==> src/hdl/bpdc_pkg.sv <==
// Shared types and constants for the de Casteljau curve point evaluator.
// Used by every module of the block but bpdc_ram; depends on nothing.

package bpdc_pkg;

   localparam int COORD_W   = 24;   // signed Q15.8 coordinate
   localparam int IDX_W     = 4;    // control point index field
   localparam int T_FIELD_W = 17;   // curve parameter field
   localparam int COUNT_W   = 5;    // point count register

   localparam logic [COUNT_W-1:0] POINT_COUNT_RESET = 5'd4;
   localparam int COUNT_MIN = 2;

   localparam logic ACTION_WRITE = 1'b0;
   localparam logic ACTION_EVAL  = 1'b1;

   // A short row waits this less its length before its next pass, so that every
   // read sees the interpolation it needs (read, difference, multiply, sum and write).
   localparam int RD_TO_RD_MIN = 5;
   localparam int GAP_W        = 3;

   typedef struct packed {
      logic                        action;
      logic [IDX_W-1:0]            point_index;
      logic signed [COORD_W-1:0]   point_x;
      logic signed [COORD_W-1:0]   point_y;
      logic [T_FIELD_W-1:0]        t_value;
   } req_type;

   typedef struct packed {
      logic signed [COORD_W-1:0]   curve_x;
      logic signed [COORD_W-1:0]   curve_y;
   } rsp_type;

   // Controller to datapath commands
   typedef struct packed {
      logic store_write;   // write word accepted: store point if index in range
      logic load_t;        // evaluate word accepted: latch saturated t
      logic rd_en;         // read one row element
      logic src_stored;    // element comes from the control point table
      logic first;         // first element of a pass: load only, no interpolation
      logic last;          // element that completes the final interpolation
      logic load_out;      // move finished point into the output register
   } cmd_type;

endpackage

==> src/hdl/bpdc_ram.sv <==
// Generic single write port, single read port RAM with registered read data.
// Stands alone; no package dependency.

module bpdc_ram #(
   parameter int WIDTH = 48,
   parameter int DEPTH = 16
) (
   input  logic                       clock,
   input  logic                       wr_en,
   input  logic [$clog2(DEPTH)-1:0]   wr_addr,
   input  logic [WIDTH-1:0]           wr_data,
   input  logic                       rd_en,
   input  logic [$clog2(DEPTH)-1:0]   rd_addr,
   output logic [WIDTH-1:0]           rd_data
);

   logic [WIDTH-1:0] mem_ff [DEPTH];
   logic [WIDTH-1:0] rd_data_ff;

   always_ff @(posedge clock) begin
      if (wr_en) begin
         mem_ff[wr_addr] <= wr_data;
      end
      if (rd_en) begin
         rd_data_ff <= mem_ff[rd_addr];
      end
   end

   assign rd_data = rd_data_ff;

endmodule

==> src/hdl/bpdc_lerp.sv <==
// One coordinate lane of the interpolation pipeline: difference, multiply, round.
// Depends on bpdc_pkg for the coordinate width.

module bpdc_lerp #(
   parameter int T_FRAC_BITS = 16
) (
   input  logic                                   clock,
   input  logic                                   advance,
   input  logic signed [bpdc_pkg::COORD_W-1:0]    cur,
   input  logic [T_FRAC_BITS:0]                   t,
   output logic signed [bpdc_pkg::COORD_W-1:0]    res
);

   localparam int CW_ = bpdc_pkg::COORD_W;
   localparam int TW  = T_FRAC_BITS + 1;
   localparam int DW  = CW_ + 1;
   localparam int PW  = DW + TW + 1;
   localparam int NW  = PW + 1;

   logic signed [CW_-1:0] prev_ff;
   logic signed [DW-1:0]  diff_ff;
   logic signed [CW_-1:0] a2_ff;
   logic signed [PW-1:0]  prod_ff;
   logic signed [CW_-1:0] a3_ff;

   logic signed [DW-1:0]  diff_in;
   logic signed [TW:0]    t_s;
   logic signed [NW-1:0]  base;
   logic signed [NW-1:0]  num;
   logic signed [NW-1:0]  quo;

   // b - a, with b the newer element and a the one before it
   assign diff_in = {cur[CW_-1], cur} - {prev_ff[CW_-1], prev_ff};
   assign t_s     = {1'b0, t};

   always_ff @(posedge clock) begin
      if (advance) begin
         prev_ff <= cur;
      end
      diff_ff <= diff_in;
      a2_ff   <= prev_ff;
      prod_ff <= diff_ff * t_s;
      a3_ff   <= a2_ff;
   end

   // a*ONE + t*(b-a) + ONE/2, floored by the arithmetic shift
   assign base = {{(NW-CW_){a3_ff[CW_-1]}}, a3_ff} <<< T_FRAC_BITS;
   assign num  = base + {{(NW-PW){prod_ff[PW-1]}}, prod_ff}
               + (NW'(1) <<< (T_FRAC_BITS - 1));
   assign quo  = num >>> T_FRAC_BITS;
   assign res  = quo[CW_-1:0];

endmodule

==> src/hdl/bpdc_datapath.sv <==
// Datapath: control point table, interpolation row, two lerp lanes, output word.
// Depends on bpdc_pkg, bpdc_ram and bpdc_lerp.

module bpdc_datapath #(
   parameter int MAX_POINTS  = 16,
   parameter int T_FRAC_BITS = 16
) (
   input  logic                                   clock,
   input  logic                                   reset,
   input  bpdc_pkg::cmd_type                      cmd,
   input  logic [$clog2(MAX_POINTS)-1:0]          rd_addr,
   input  bpdc_pkg::req_type                      req_word,
   input  logic [$clog2(MAX_POINTS+1)-1:0]        active_count,
   output bpdc_pkg::rsp_type                      rsp_word,
   output logic                                   result_done
);

   localparam int IW  = $clog2(MAX_POINTS);
   localparam int TW  = T_FRAC_BITS + 1;
   localparam int CW_ = bpdc_pkg::COORD_W;
   localparam int PW  = 2 * CW_;

   logic [TW-1:0]          t_ff;
   logic [MAX_POINTS-1:0]  filled_ff;
   logic                   filled_q_ff;

   logic                   s1_vld_ff, s2_vld_ff, s3_vld_ff;
   logic                   s1_first_ff, s1_last_ff, s1_src_ff;
   logic                   s2_last_ff, s3_last_ff;
   logic [IW-1:0]          s1_addr_ff, s2_addr_ff, s3_addr_ff;

   bpdc_pkg::rsp_type      res_ff;
   bpdc_pkg::rsp_type      rsp_ff;

   logic [31:0]            t_ext, t_one, idx_ext;
   logic [TW-1:0]          t_sat;
   logic                   store_en;
   logic [IW-1:0]          store_addr;
   logic [PW-1:0]          stored_q, work_q, cur;
   logic signed [CW_-1:0]  res_x, res_y;

   // Saturate t at one
   assign t_ext = 32'(req_word.t_value);
   assign t_one = 32'(1) << T_FRAC_BITS;
   assign t_sat = (t_ext > t_one) ? t_one[TW-1:0] : t_ext[TW-1:0];

   // Drop writes at or beyond the point count
   assign idx_ext    = 32'(req_word.point_index);
   assign store_en   = cmd.store_write && (idx_ext < 32'(active_count));
   assign store_addr = idx_ext[IW-1:0];

   always_ff @(posedge clock) begin
      if (reset) begin
         filled_ff <= '0;
      end else if (store_en) begin
         filled_ff[store_addr] <= 1'b1;
      end
   end

   always_ff @(posedge clock) begin
      if (cmd.load_t) begin
         t_ff <= t_sat;
      end
      if (cmd.rd_en) begin
         filled_q_ff <= filled_ff[rd_addr];
      end
   end

   bpdc_ram #(.WIDTH(PW), .DEPTH(MAX_POINTS)) u_point_ram (
      .clock   (clock),
      .wr_en   (store_en),
      .wr_addr (store_addr),
      .wr_data ({req_word.point_x, req_word.point_y}),
      .rd_en   (cmd.rd_en),
      .rd_addr (rd_addr),
      .rd_data (stored_q)
   );

   bpdc_ram #(.WIDTH(PW), .DEPTH(MAX_POINTS)) u_row_ram (
      .clock   (clock),
      .wr_en   (s3_vld_ff),
      .wr_addr (s3_addr_ff - 1'b1),
      .wr_data ({res_x, res_y}),
      .rd_en   (cmd.rd_en),
      .rd_addr (rd_addr),
      .rd_data (work_q)
   );

   // Pipeline control
   always_ff @(posedge clock) begin
      if (reset) begin
         s1_vld_ff <= 1'b0;
         s2_vld_ff <= 1'b0;
         s3_vld_ff <= 1'b0;
      end else begin
         s1_vld_ff <= cmd.rd_en;
         s2_vld_ff <= s1_vld_ff && !s1_first_ff;
         s3_vld_ff <= s2_vld_ff;
      end
   end

   always_ff @(posedge clock) begin
      s1_first_ff <= cmd.first;
      s1_last_ff  <= cmd.last;
      s1_src_ff   <= cmd.src_stored;
      s1_addr_ff  <= rd_addr;
      s2_last_ff  <= s1_last_ff;
      s2_addr_ff  <= s1_addr_ff;
      s3_last_ff  <= s2_last_ff;
      s3_addr_ff  <= s2_addr_ff;
   end

   // Unwritten table entries read as zero
   always_comb begin
      if (s1_src_ff) begin
         cur = filled_q_ff ? stored_q : '0;
      end else begin
         cur = work_q;
      end
   end

   bpdc_lerp #(.T_FRAC_BITS(T_FRAC_BITS)) u_lerp_x (
      .clock   (clock),
      .advance (s1_vld_ff),
      .cur     (cur[PW-1:CW_]),
      .t       (t_ff),
      .res     (res_x)
   );

   bpdc_lerp #(.T_FRAC_BITS(T_FRAC_BITS)) u_lerp_y (
      .clock   (clock),
      .advance (s1_vld_ff),
      .cur     (cur[CW_-1:0]),
      .t       (t_ff),
      .res     (res_y)
   );

   assign result_done = s3_vld_ff && s3_last_ff;

   always_ff @(posedge clock) begin
      if (result_done) begin
         res_ff.curve_x <= res_x;
         res_ff.curve_y <= res_y;
      end
      if (cmd.load_out) begin
         rsp_ff <= res_ff;
      end
   end

   assign rsp_word = rsp_ff;

endmodule

==> src/hdl/bpdc_ctrl.sv <==
// Controller: accepts words, sequences the interpolation passes, owns result valid.
// Depends on bpdc_pkg for command type and constants.

module bpdc_ctrl #(
   parameter int MAX_POINTS = 16
) (
   input  logic                                clock,
   input  logic                                reset,
   input  logic                                req_valid,
   input  logic                                req_action,
   output logic                                req_stall,
   output logic                                rsp_valid,
   input  logic                                rsp_stall,
   input  logic [$clog2(MAX_POINTS+1)-1:0]     active_count,
   input  logic                                result_done,
   output bpdc_pkg::cmd_type                   cmd,
   output logic [$clog2(MAX_POINTS)-1:0]       rd_addr
);

   localparam int IW = $clog2(MAX_POINTS);
   localparam int CW = $clog2(MAX_POINTS + 1);
   localparam int GW = bpdc_pkg::GAP_W;

   localparam logic [2:0] ST_IDLE  = 3'd0;
   localparam logic [2:0] ST_RUN   = 3'd1;
   localparam logic [2:0] ST_GAP   = 3'd2;
   localparam logic [2:0] ST_DRAIN = 3'd3;
   localparam logic [2:0] ST_OUT   = 3'd4;

   logic [2:0]    state_ff, state_in;
   logic [CW-1:0] m_ff, m_in;
   logic [IW-1:0] k_ff, k_in;
   logic          src_ff, src_in;
   logic [GW-1:0] gap_ff, gap_in;
   logic          rsp_valid_ff, rsp_valid_in;
   logic          pass_end;

   assign pass_end = (32'(k_ff) + 32'd1) == 32'(m_ff);

   always_comb begin
      state_in     = state_ff;
      m_in         = m_ff;
      k_in         = k_ff;
      src_in       = src_ff;
      gap_in       = gap_ff;
      cmd          = '0;
      rsp_valid_in = rsp_valid_ff && rsp_stall;

      unique case (state_ff)
         ST_IDLE: begin
            if (req_valid) begin
               unique case (req_action)
                  bpdc_pkg::ACTION_EVAL: begin
                     cmd.load_t = 1'b1;
                     m_in       = active_count;
                     k_in       = '0;
                     src_in     = 1'b1;
                     state_in   = ST_RUN;
                  end
                  bpdc_pkg::ACTION_WRITE: begin
                     cmd.store_write = 1'b1;
                  end
                  default: begin
                     state_in = ST_IDLE;
                  end
               endcase
            end
         end
         ST_RUN: begin
            cmd.rd_en      = 1'b1;
            cmd.src_stored = src_ff;
            cmd.first      = (k_ff == '0);
            cmd.last       = (32'(m_ff) == bpdc_pkg::COUNT_MIN) && (32'(k_ff) == 32'd1);
            if (pass_end) begin
               if (32'(m_ff) == bpdc_pkg::COUNT_MIN) begin
                  state_in = ST_DRAIN;
               end else begin
                  m_in   = m_ff - 1'b1;
                  k_in   = '0;
                  src_in = 1'b0;
                  // short rows: hold off until the row tail is written back
                  if (32'(m_ff) < bpdc_pkg::RD_TO_RD_MIN) begin
                     gap_in   = GW'(bpdc_pkg::RD_TO_RD_MIN - 32'(m_ff));
                     state_in = ST_GAP;
                  end
               end
            end else begin
               k_in = k_ff + 1'b1;
            end
         end
         ST_GAP: begin
            if (gap_ff == GW'(1)) begin
               state_in = ST_RUN;
            end else begin
               gap_in = gap_ff - 1'b1;
            end
         end
         ST_DRAIN: begin
            if (result_done) begin
               state_in = ST_OUT;
            end
         end
         ST_OUT: begin
            if (!rsp_valid_ff || !rsp_stall) begin
               cmd.load_out = 1'b1;
               rsp_valid_in = 1'b1;
               state_in     = ST_IDLE;
            end
         end
         default: begin
            state_in = ST_IDLE;
         end
      endcase
   end

   always_ff @(posedge clock) begin
      if (reset) begin
         state_ff     <= ST_IDLE;
         m_ff         <= '0;
         k_ff         <= '0;
         src_ff       <= 1'b0;
         gap_ff       <= '0;
         rsp_valid_ff <= 1'b0;
      end else begin
         state_ff     <= state_in;
         m_ff         <= m_in;
         k_ff         <= k_in;
         src_ff       <= src_in;
         gap_ff       <= gap_in;
         rsp_valid_ff <= rsp_valid_in;
      end
   end

   assign req_stall = (state_ff != ST_IDLE);
   assign rsp_valid = rsp_valid_ff;
   assign rd_addr   = k_ff;

endmodule

==> src/hdl/bezier_point_de_casteljau.sv <==
// Top level of the de Casteljau curve point evaluator: point count register,
// controller and datapath. Depends on bpdc_pkg, bpdc_ctrl and bpdc_datapath.

// A write word stores one control point (signed Q15.8 x and y) at its index;
// an index at or beyond the point count is dropped. An evaluate word returns
// one word with the curve point at t (16 fraction bits by default, saturated
// at 1.0), built by repeated round-to-nearest interpolation of neighbouring
// points. The block works on one evaluate word at a time. The single read
// ports of the point table and the row memory feed the x and y interpolation
// lanes one element per cycle, with a gap before the next pass on short rows.
// A finished result sits in an output register, so the next word is taken
// while it waits. The control point table reads as zero after reset. Write
// the point count (clamped to 2..MAX_POINTS) only while the block is idle.

module bezier_point_de_casteljau #(
   parameter int MAX_POINTS  = 16,
   parameter int T_FRAC_BITS = 16
) (
   input  logic                                 clock,
   input  logic                                 reset,
   input  logic                                 req_valid,
   output logic                                 req_stall,
   input  bpdc_pkg::req_type                    req_word,
   output logic                                 rsp_valid,
   input  logic                                 rsp_stall,
   output bpdc_pkg::rsp_type                    rsp_word,
   input  logic                                 csr_wr_en,
   input  logic [bpdc_pkg::COUNT_W-1:0]         csr_wr_data
);

   localparam int IW = $clog2(MAX_POINTS);
   localparam int CW = $clog2(MAX_POINTS + 1);

   logic [bpdc_pkg::COUNT_W-1:0] point_count_ff;
   logic [CW-1:0]                active_count;
   logic [31:0]                  pc_ext;
   bpdc_pkg::cmd_type            cmd;
   logic [IW-1:0]                rd_addr;
   logic                         result_done;

   // Point count register
   always_ff @(posedge clock) begin
      if (reset) begin
         point_count_ff <= bpdc_pkg::POINT_COUNT_RESET;
      end else if (csr_wr_en) begin
         point_count_ff <= csr_wr_data;
      end
   end

   // Clamp the count to the supported range
   assign pc_ext = 32'(point_count_ff);
   always_comb begin
      if (pc_ext < bpdc_pkg::COUNT_MIN) begin
         active_count = CW'(bpdc_pkg::COUNT_MIN);
      end else if (pc_ext > MAX_POINTS) begin
         active_count = CW'(MAX_POINTS);
      end else begin
         active_count = CW'(pc_ext);
      end
   end

   bpdc_ctrl #(.MAX_POINTS(MAX_POINTS)) u_ctrl (
      .clock        (clock),
      .reset        (reset),
      .req_valid    (req_valid),
      .req_action   (req_word.action),
      .req_stall    (req_stall),
      .rsp_valid    (rsp_valid),
      .rsp_stall    (rsp_stall),
      .active_count (active_count),
      .result_done  (result_done),
      .cmd          (cmd),
      .rd_addr      (rd_addr)
   );

   bpdc_datapath #(
      .MAX_POINTS  (MAX_POINTS),
      .T_FRAC_BITS (T_FRAC_BITS)
   ) u_datapath (
      .clock        (clock),
      .reset        (reset),
      .cmd          (cmd),
      .rd_addr      (rd_addr),
      .req_word     (req_word),
      .active_count (active_count),
      .rsp_word     (rsp_word),
      .result_done  (result_done)
   );

   // A finished point only appears while an evaluation holds off new words
   a_done_while_busy: assert property (@(posedge clock) disable iff (reset)
      result_done |-> req_stall)
      else $error("result finished while the block was taking words");

   // Row reads stay inside the active point count
   a_rd_in_range: assert property (@(posedge clock) disable iff (reset)
      cmd.rd_en |-> (32'(rd_addr) < 32'(active_count)))
      else $error("row read beyond the point count");

   // Never overwrite a result that is still held on the output
   a_no_overwrite: assert property (@(posedge clock) disable iff (reset)
      cmd.load_out |-> !(rsp_valid && rsp_stall))
      else $error("output word overwritten while stalled");

endmodule

==> config.mk <==
export PLATFORM = sky130hd
export DESIGN_NAME = bezier_point_de_casteljau
export DESIGN_NICKNAME = d
export VERILOG_FILES = /design/src/hdl/bpdc_pkg.sv /design/src/hdl/bpdc_ram.sv /design/src/hdl/bpdc_lerp.sv /design/src/hdl/bpdc_datapath.sv /design/src/hdl/bpdc_ctrl.sv /design/src/hdl/bezier_point_de_casteljau.sv
export SDC_FILE = /design/constraint.sdc
export NUM_CORES = 2
export LEC_CHECK = 0
export ABC_AREA = 1
export BUFFER_PORTS_ARGS = -buffer_cell sky130_fd_sc_hd__buf_2
export CORE_UTILIZATION = 45
export CTS_CLUSTER_SIZE = 16
export DETAILED_ROUTE_END_ITERATION = 12
export SYNTH_ARGS = -nofsm -noshare
export SYNTH_HDL_FRONTEND = slang
export SYNTH_SLANG_ARGS = --single-unit
==> constraint.sdc <==
create_clock -name clock -period 7.48 [get_ports clock]
set_clock_uncertainty 0.2 [all_clocks]
set_input_delay 0.374 -clock clock [delete_from_list [all_inputs] [get_ports clock]]
set_output_delay 0.374 -clock clock [all_outputs]
set_load 0.005 [all_outputs]
==> implementation parameters <==
Parameter                              Value

STA
  Number of setup violations in the final report    0
  Pins over their slew limit    0
  Min Clock Period, post-route    6970 ps
  Setup WS post-layout    511 ps
  Total count of hold-check failures in the final report    0
  Period utilization    93.2%
  RSZ-0062 raised after global routing    no
  TNS Setup    0 ps
  Slew Limit Headroom    6.69%
  Transition time at the pin with the least slew margin    1390 ps
  Fmax    144 MHz

Clock tree
  Buffer type at the clock tree root    clkbuf_16
  Max Root-Sink Buffers    3
  Postcts setup bufs    0
  Number of buffers created by CTS    207
  Latest clock arrival within the worst-skew pair    890 ps
  Hold buffers post-CTS    97
  Clock tree from TritonCTS    built
  Register clock-pin slew on the reported worst setup and hold paths    60 ps
  Post-cts gate resize count    0
  Number of H-tree branching levels    4
  Clk sink count    2,048

Synth
  Number of synthesized flops with an enable pin    1,794
  Mean area per synthesized cell    10.6 sq um
  Share of flip-flops with an asynchronous set or reset    0%
  Cells after Synth    10.4k
  Net Count, Synth    11.6k
  Post-synthesis simple-gate area fraction    11.4%
  Dominant combinational cell family by area after synthesis    adder cells
  Syn. warnings    0
  Share of the synthesized area in compound gates (AO/OA/AOI/OAI)    8.77%
  Main synth FF type    edfxtp_1
  Synthesized flop and latch total    2,048
  Share of the yosys chip area belonging to registers    53.3%
  Adder-cell share of the synthesized area    17.7%
  Count of unique library cells instantiated by Yosys    46
  Share of the synthesized netlist area taken by xor and xnor gates    1.11%
  Post-Synthesis Cell Area    111,000 sq um
  Mux contribution to synthesized area    0.00905%

Worst setup path
  Critical path arrival    7490 ps
  Worst Setup Start Kind    flop
  Most Frequent Cell on Critical Path    fa_1
  Highest fanout seen on the critical path    22
  Crit path required time    8000 ps
  Path type of the worst setup path    flop to flop
  Worst Setup End Kind    flop
  Cell breakdown of the critical path    buf_4 -> nand2_1 -> inv_1 -> fa_1 -> inv_1 -> fa_1 -> fa_1 -> inv_1 -> fa_1 -> fa_1 -> inv_1 -> fa_1 -> inv_1 -> ha_1 -> nand2_1 -> o21ai_0 -> a21oi_1 -> nand2_1 -> a21oi_1 -> xnor2_1
  CP max stage cell    edfxtp_1
  Critical Path Max Stage Delay    1180 ps

Final layout
  Commonest non-fill, non-tap cell in the layout    edfxtp_1
  Multi-input gate area    43,400 sq um
  Layout Nets    11.6k
  Highest-count cells in the layout ignoring fill and taps    edfxtp_1, inv_1, nand2_1, nor2_1, o21ai_0
  Combined flip-flop and latch cell area    59,000 sq um
  Count of fill cells added during filler insertion    21.6k
  Cell area after layout    122,000 sq um
  Fraction of final layout cells sized beyond drive strength 1    6.07%
  Final cell count without fillers    13.9k
  Area Growth Syn to Fin    10.6%

Die
  Num rows    181
  Core area    244,000 sq um
  Die Wd    498 um
  Starting density of the core    45.4%
  I/O pin cnt    130
  DIE HEIGHT    498 um
  Overall die area    248,000 sq um

Place
  Post-place setup slack    715 ps
  IO buf count    129
  Half-perimeter wire length after placement    200,000 um
  Placement Cell Area    115,000 sq um
  Final GP Congestion    0.927
  Total instance count after detailed placement    13.4k

Drt
  DR vias/cell    5.46
  Antenna-violating nets left    0
  Post-Route WL    310,000 um
  Routed WL per cell    22.4 um
  Detailed-route DRC error count    0
  Number of vias after detailed routing    75.6k
  Detailed-router iteration count before antenna repair    6
  Iteration-0 DRC count of the detailed router    6,130

Global route
  Number of antenna violations at the first check in global routing    22
  Via count of the first global-routing pass    76.7k
  Pin count of the biggest net entering global routing    197
  Overflow left after global routing    0
  Wire length of the first global-routing pass    469,000 um
  Total global routing track utilization    24.9%

Run
  Max Cap Violations    0

Hold path
  Hold Path Class    primary input to flop

Run status
  Run status    completed
## kinds of logic after synthesis
| group | Yosys count |
|---|---|
| AND/OR/NAND/NOR | 3193 |
| buffers and inverters | 2233 |
| flip-flops | 2048 |
| AO/OA/AOI/OAI | 1704 |
| adder cells (fa/ha/maj) | 1088 |
| XOR/XNOR | 140 |
| multiplexers | 1 |
## stage by stage
stage | hold WS [ps] | utilization [%]
floorplan | 110 | -
CTS | 19.8 | 50.2
detailed placement | 112 | 47.0
finish | 93.3 | 50.2
global route | 64.7 | 50.2
global placement | 110 | 47.0
## sequential cells by signal, summed over array words and instances (netlist names), 5 cells and up
register                        cells
u_datapath.u_row_ram.mem_ff       768
u_datapath.u_lerp_x.diff_ff        25
u_datapath.u_point_ram.rd_data     48
u_datapath.u_lerp_x.a3_ff          24
u_ctrl.m_ff                         5
u_datapath.u_lerp_x.prev_ff        24
point_count_ff                      5
u_datapath.rsp_word                48
u_datapath.u_lerp_y.prod_ff        25
u_datapath.t_ff                    17
u_datapath.u_lerp_y.a3_ff          24
u_datapath.u_point_ram.mem_ff     768
u_datapath.u_lerp_y.diff_ff        25
u_datapath.u_row_ram.rd_data       48
u_datapath.res_ff                  48
u_datapath.u_lerp_x.a2_ff          24
u_datapath.u_lerp_y.prev_ff        24
u_datapath.u_lerp_y.a2_ff          24
u_datapath.u_lerp_x.prod_ff        25
u_datapath.filled_ff               16
## cells in the mapped netlist (all sizes together), types with 34 or more instances
master,n,area (sq um)
nor3,34,181
nand4,42,263
clkbuf,429,1610
ha,296,3700
xor2,100,876
nor2,1095,4110
nand3,323,1620
o22ai,239,1500
fa,792,15900
buf,102,509
o21ai,959,4800
o211ai,48,360
edfxtp,1794,53900
nand2,1660,6230
xnor2,40,350
a21oi,227,1140
inv,1702,6390
dfxtp,254,5080
o221ai,150,1310
## worst max-delay path: cells and delay by family (launching register included)
| kind | cells | cell delay (ps) |
|---|---|---|
| AND/OR/NAND/NOR | 3 | 450 |
| flip-flops | 1 | 1180 |
| buffers and inverters | 6 | 780 |
| XOR/XNOR | 1 | 340 |
| adder cells (fa/ha/maj) | 7 | 3210 |
| AO/OA/AOI/OAI | 3 | 670 |
## final timing paths
check,start,slack [ps],to,cells after the start
setup / recovery,u_datapath.t_ff[6],510,u_datapath.u_lerp_x.prod_ff[22],20
hold / removal,req_word[16],90,u_datapath.t_ff[16],2
setup reg to reg,u_datapath.t_ff[6],510,u_datapath.u_lerp_x.prod_ff[22],20
hold reg to reg,u_datapath.u_lerp_x.a2_ff[13],120,u_datapath.u_lerp_x.a3_ff[13],0
## routing by layer
layer | GRT usage, % | wire length, um
met1 | 31.9 | 126000
met3 | 3.73 | 19700
met5 | 0.386 | 297
met2 | 43.4 | 155000
met4 | 7.49 | 9380
## layout make-up
cell class / instances / area share [%]
Sequential cell: 2048 / 48.2
Antenna cell: 10 / 0.0204
Clock buffer: 255 / 4.44
Timing Repair Buffer: 384 / 2.38
Multi-Input combinational cell: 6126 / 35.4
Tap cell: 3202 / 3.27
Inverter: 1702 / 5.24
Clock inverter: 134 / 1.04
Power is left out: the tool's default activity adds up to more than one toggle a clock period on the data nets, which glitch-free logic cannot reach.
